<file path="src/hdl/svga_pkg.sv">
package svga_pkg;

  // One complex amplitude: real part in the low half, imaginary part in the high half.
  typedef struct packed {
    logic signed [15:0] im;
    logic signed [15:0] re;
  } amp_t;

  // The 2x2 complex gate [[a b][c d]], all parts Q1.15.
  typedef struct packed {
    logic signed [15:0] a_re;
    logic signed [15:0] a_im;
    logic signed [15:0] b_re;
    logic signed [15:0] b_im;
    logic signed [15:0] c_re;
    logic signed [15:0] c_im;
    logic signed [15:0] d_re;
    logic signed [15:0] d_im;
  } gate_t;

  typedef logic [1:0] op_t;

  localparam op_t OP_WRITE = 2'd0;
  localparam op_t OP_READ  = 2'd1;
  localparam op_t OP_GATE  = 2'd2;

  localparam int CFG_REGS = 8;

  localparam logic [2:0] CFG_A_RE = 3'd0;
  localparam logic [2:0] CFG_A_IM = 3'd1;
  localparam logic [2:0] CFG_B_RE = 3'd2;
  localparam logic [2:0] CFG_B_IM = 3'd3;
  localparam logic [2:0] CFG_C_RE = 3'd4;
  localparam logic [2:0] CFG_C_IM = 3'd5;
  localparam logic [2:0] CFG_D_RE = 3'd6;
  localparam logic [2:0] CFG_D_IM = 3'd7;

  localparam logic [15:0] CFG_RESET [CFG_REGS] = '{
    16'h7FFF, 16'h0000, 16'h0000, 16'h0000,
    16'h0000, 16'h0000, 16'h7FFF, 16'h0000
  };

  // Basis state zero holds 1.0, saturated to the largest Q1.15 value.
  localparam amp_t AMP_ONE = '{im: 16'sh0000, re: 16'sh7FFF};

endpackage

</file>
<file path="src/hdl/svga_prob.sv">
module svga_prob (
  input  logic           clk,
  input  logic           load,
  input  svga_pkg::amp_t amp,
  output svga_pkg::amp_t amp_out,
  output logic [15:0]    probability
);

  logic [31:0]    sq_re_r, sq_im_r;
  svga_pkg::amp_t amp_r;
  logic [32:0]    mag;
  logic [32:0]    rnd;
  logic [17:0]    q;

  always_ff @(posedge clk) begin
    if (load) begin
      sq_re_r <= 32'(amp.re * amp.re);
      sq_im_r <= 32'(amp.im * amp.im);
      amp_r   <= amp;
    end
  end

  // Both squares are non-negative and at most 2^30, so the sum fits in 33 bits.
  assign mag         = 33'(sq_re_r) + 33'(sq_im_r);
  assign rnd         = mag + 33'd16384;
  assign q           = rnd[32:15];
  assign probability = (|q[17:16]) ? 16'hFFFF : q[15:0];
  assign amp_out     = amp_r;

endmodule

</file>
<file path="config.mk">
export PLATFORM = sky130hd
export DESIGN_NAME = svga_prob
export DESIGN_NICKNAME = d
export VERILOG_FILES = /design/src/hdl/svga_pkg.sv /design/src/hdl/svga_prob.sv
export SDC_FILE = /design/constraint.sdc
export NUM_CORES = 1
export LEC_CHECK = 0
export ABC_AREA = 1
export BUFFER_PORTS_ARGS = -buffer_cell sky130_fd_sc_hd__buf_2
export CORE_MARGIN = 1.5
export CORE_UTILIZATION = 55
export DETAILED_ROUTE_END_ITERATION = 7
export PLACE_DENSITY = 0.81
export SETUP_SLACK_MARGIN = 0.5
export SLEW_MARGIN = 10
export SYNTH_ARGS = -nofsm -noshare
export SYNTH_HDL_FRONTEND = slang
export SYNTH_SLANG_ARGS = --single-unit
export TNS_END_PERCENT = 30
</file>
<file path="constraint.sdc">
create_clock -name clk -period 10.7 [get_ports clk]
set_input_delay 3.21 -clock clk [delete_from_list [all_inputs] [get_ports clk]]
set_output_delay 3.21 -clock clk [all_outputs]
set_load 0.05 [all_outputs]
</file>
After elaboration in Yosys (flattened, before gate mapping). Cells that the tools add are included.

Word-level logic and storage cells: 10. Input bits: 34. Register bits after elaboration: 96.

Add/sub/neg operators: 2. Multipliers: 2. Reduce and logical (&&, ||, !) cells: 1. Muxes and demuxes: 1.

Operators with widths (count): $mul A16 B16 Y32 (2); $add A32 B32 Y33 (1); $add A33 B15 Y33 const B (1); $mux W16 (1); $reduce_or A2 Y1 (1).

Longest topological paths before layout.
Word-level depth: 4. Depth in mapped cells: 26. Mapped depth without buffers: 25.

Least setup slack after synthesis. No wires, ideal clock.

Path type: in2reg. Start: input port amp[15] in the netlist's numbering. End: register sq_re_r[31], data pin. Path buffers: 2. Stages on the path: 22. Setup slack: 2040 ps. Arrival: 8408 ps. Path through: clkbuf_1 -> clkbuf_1 -> nand2_1 -> inv_1 -> fa_1 -> fa_1 -> inv_1 -> fa_1 -> fa_1 -> fa_1 -> fa_1 -> inv_1 -> ha_1 -> inv_1 -> nor3_1 -> nand2_1 -> nor3_1 -> nand2_1 -> nand3_1 -> inv_1 -> nand2_1 -> nand2_1.

Longest elaborated chain between the ends: 1.

Ends and longest elaborated chain: from (decl) (RTL line svga_prob.sv:4) `input svga_pkg::amp_t amp,`; $mul A16 B16 Y32 (RTL line svga_prob.sv:17) `sq_re_r <= 32'(amp.re * amp.re);`; to (signal assigned) (RTL line svga_prob.sv:17); to (decl) (RTL line svga_prob.sv:9) `logic [31:0] sq_re_r, sq_im_r;`.

No other way between the ends. A chain may end at the register's enable or synchronous reset.

Worst setup path in the final report.
Start: input port amp[15] in the netlist's numbering. End: register sq_re_r[28], data pin.

The elaborated chain is that of the path after synthesis.

==> run metrics <==
status=finished, final reports clean; DRT Pass-1 Iters=5; vias in the first global route=18980; Clk Tree Root Cell=clkbuf_16; initial DRC count=1398; Core Area=0.04317 mm²; count of final setup violators=0; post-layout min period=around 8700 ps; row cnt=76; IO buf count=81; Req. time, crit path=approximately 11000 ps; Post-Route Setup TNS=0 ps; share of cells above drive strength 1=0.04072; die width=212.6 µm; Achievable Freq=115.6 MHz; WS Path Type=primary input to register; Core Util, Final=0.5864; Placed Area=around 0.025 mm²; via count=between 15000 and 20000; Fill cells=3801; antenna violations before repair=0; CTS Hold Bufs=0; die area=0.04519 mm²; setup slack after layout=between 2000 and 2500 ps; cell count after synthesis=2917; final wirelength=53710 µm; Post-Syn Area=0.02416 mm²; pre-CTS setup slack=about 1700 ps; Mapped Nets=between 3000 and 4000; Avg WL per Cell=between 15 and 20 µm; cell area after layout=0.02531 mm²; clock slew at reported path FFs=80 ps; area grow syn2layout=4.797%; Fin. Hold Viols=0; Max H-tree Level=3; CP Launch Type=primary input; Seq. cell area=between 0.002 and 0.003 mm²; post-route ant nets=0; most frequent cells in the layout=875 x inv_1, 613 x nand2_1, 469 x fa_1; multi-input logic area=0.01782 mm²; Tightest Hold Check Type=primary input to register; sequential fraction of the synthesis area=0.1144; Tcrit/Tclk final=0.8087; die height=around 210 µm; Num CTS Buffers=9; postcts setup bufs=0; #FFs+latches synth=between 90 and 100; via-per-instance ratio=5.139; I/O Pins=82; post-cts sizing count=0; Initial Util=0.5595; Unique masters post-synth=34; synth warn=0; post-synthesis average cell area=between 8 and 9 µm²; CTS tree=yes; Max Root-Sink Buffers=2; # clock sinks=92; DRC violations left=0; RSZ-0062 raised after global routing=no; largest net degree at the start of global routing=73; slew margin rel.=0.3459; Slew Limit Fails=0; nets@finish=3684; commonest non-fill, non-tap cell in the layout=inv_1; post-DP HPWL=45550 µm; grt ovf=0; Global Route Usage Sum=0.2544; wire length of the first global-routing pass=90550 µm; gpl congestion=0.9886; Max-Cap Viols=0; ant diodes=0; crit path DAT=8790 ps; CP endpoint kind=register; Worst-Margin Slew=981.1 ps; crit-path max FO=25
cells by family after synthesis:
family                     share of synthesized area
AOI/OAI and AO/OA                            0.04133
xor gates and xnor gates                     0.02828
adders and majority gates                     0.5125
buffers and inverters                         0.1479
DFF                                           0.1144
and+or+nand+nor                               0.1556
worst max-delay path, cell delays in order:
cell and delay (ps):
buf_2 420, nand2_1 190, inv_1 110, fa_1 560, fa_1 760, inv_1 200
fa_1 520, fa_1 570, fa_1 430, fa_1 490, inv_1 40, ha_1 380
nand2_1 160, nor2_1 180, nand2_1 100, or2_2 320, nand4_1 80, nand2_1 50
worst paths after layout:
kind / startpoint / endpoint / slack (ps) / depth (start not counted)
setup / recovery: amp[15] / sq_re_r[28] / 2050 / 18
hold / removal: load / sq_im_r[4] / 3270 / 1
routing by layer:
| metal | global-route usage | wire length (µm) |
|---|---|---|
| met1 | 0.3422 | 23000 |
| met2 | 0.4316 | 26090 |
| met3 | 0.02984 | 3340 |
| met4 | 0.07948 | 1278 |
| met5 | 0 | 0 |
registers in the layout, indices dropped and copies added (netlist names):
register and count:
amp_out 30, sq_im_r 31, sq_re_r 31
cell type report:
class | instances | area share
Tap cell | 585 | 0.02891
Clock buffer | 9 | 0.008897
Multi-Input combinational cell | 1880 | 0.7039
Timing Repair Buffer | 82 | 0.01641
Inverter | 877 | 0.1300
Clock inverter | 7 | 0.002669
Sequential cell | 92 | 0.1091
metrics by stage:
step | hold slack (ps) | std cells
floorplan | 3309 | 2917
global placement | 3645 | 3516
detailed placement | 3644 | 3516
CTS | 3249 | 3532
global route | 3269 | 3532
finish | 3265 | 3532
synth_stat cells (all sizes together):
library cell,count,share of area
a21boi,3,0.00093
a21o,11,0.0034
a21oi,93,0.019
a31o,3,0.0011
a31oi,1,0.00026
and2,5,0.0013
and3,3,0.00078
buf,4,0.0017
clkbuf,64,0.0099
clkinv,2,0.00031
edfxtp,92,0.11
fa,469,0.39
ha,239,0.12
inv,875,0.14
nand2,618,0.097
nand3,89,0.019
nand3b,8,0.0025
nand4,27,0.0070
nor2,135,0.021
nor3,22,0.0046
o211ai,3,0.00093
o21a,3,0.00093
o21ai,40,0.0083
o21bai,20,0.0062
or2,10,0.0026
xnor2,24,0.0087
xor2,54,0.020
Power is not shown: default switching activity piles up to over one toggle a cycle in this logic, so the estimate is an artifact.
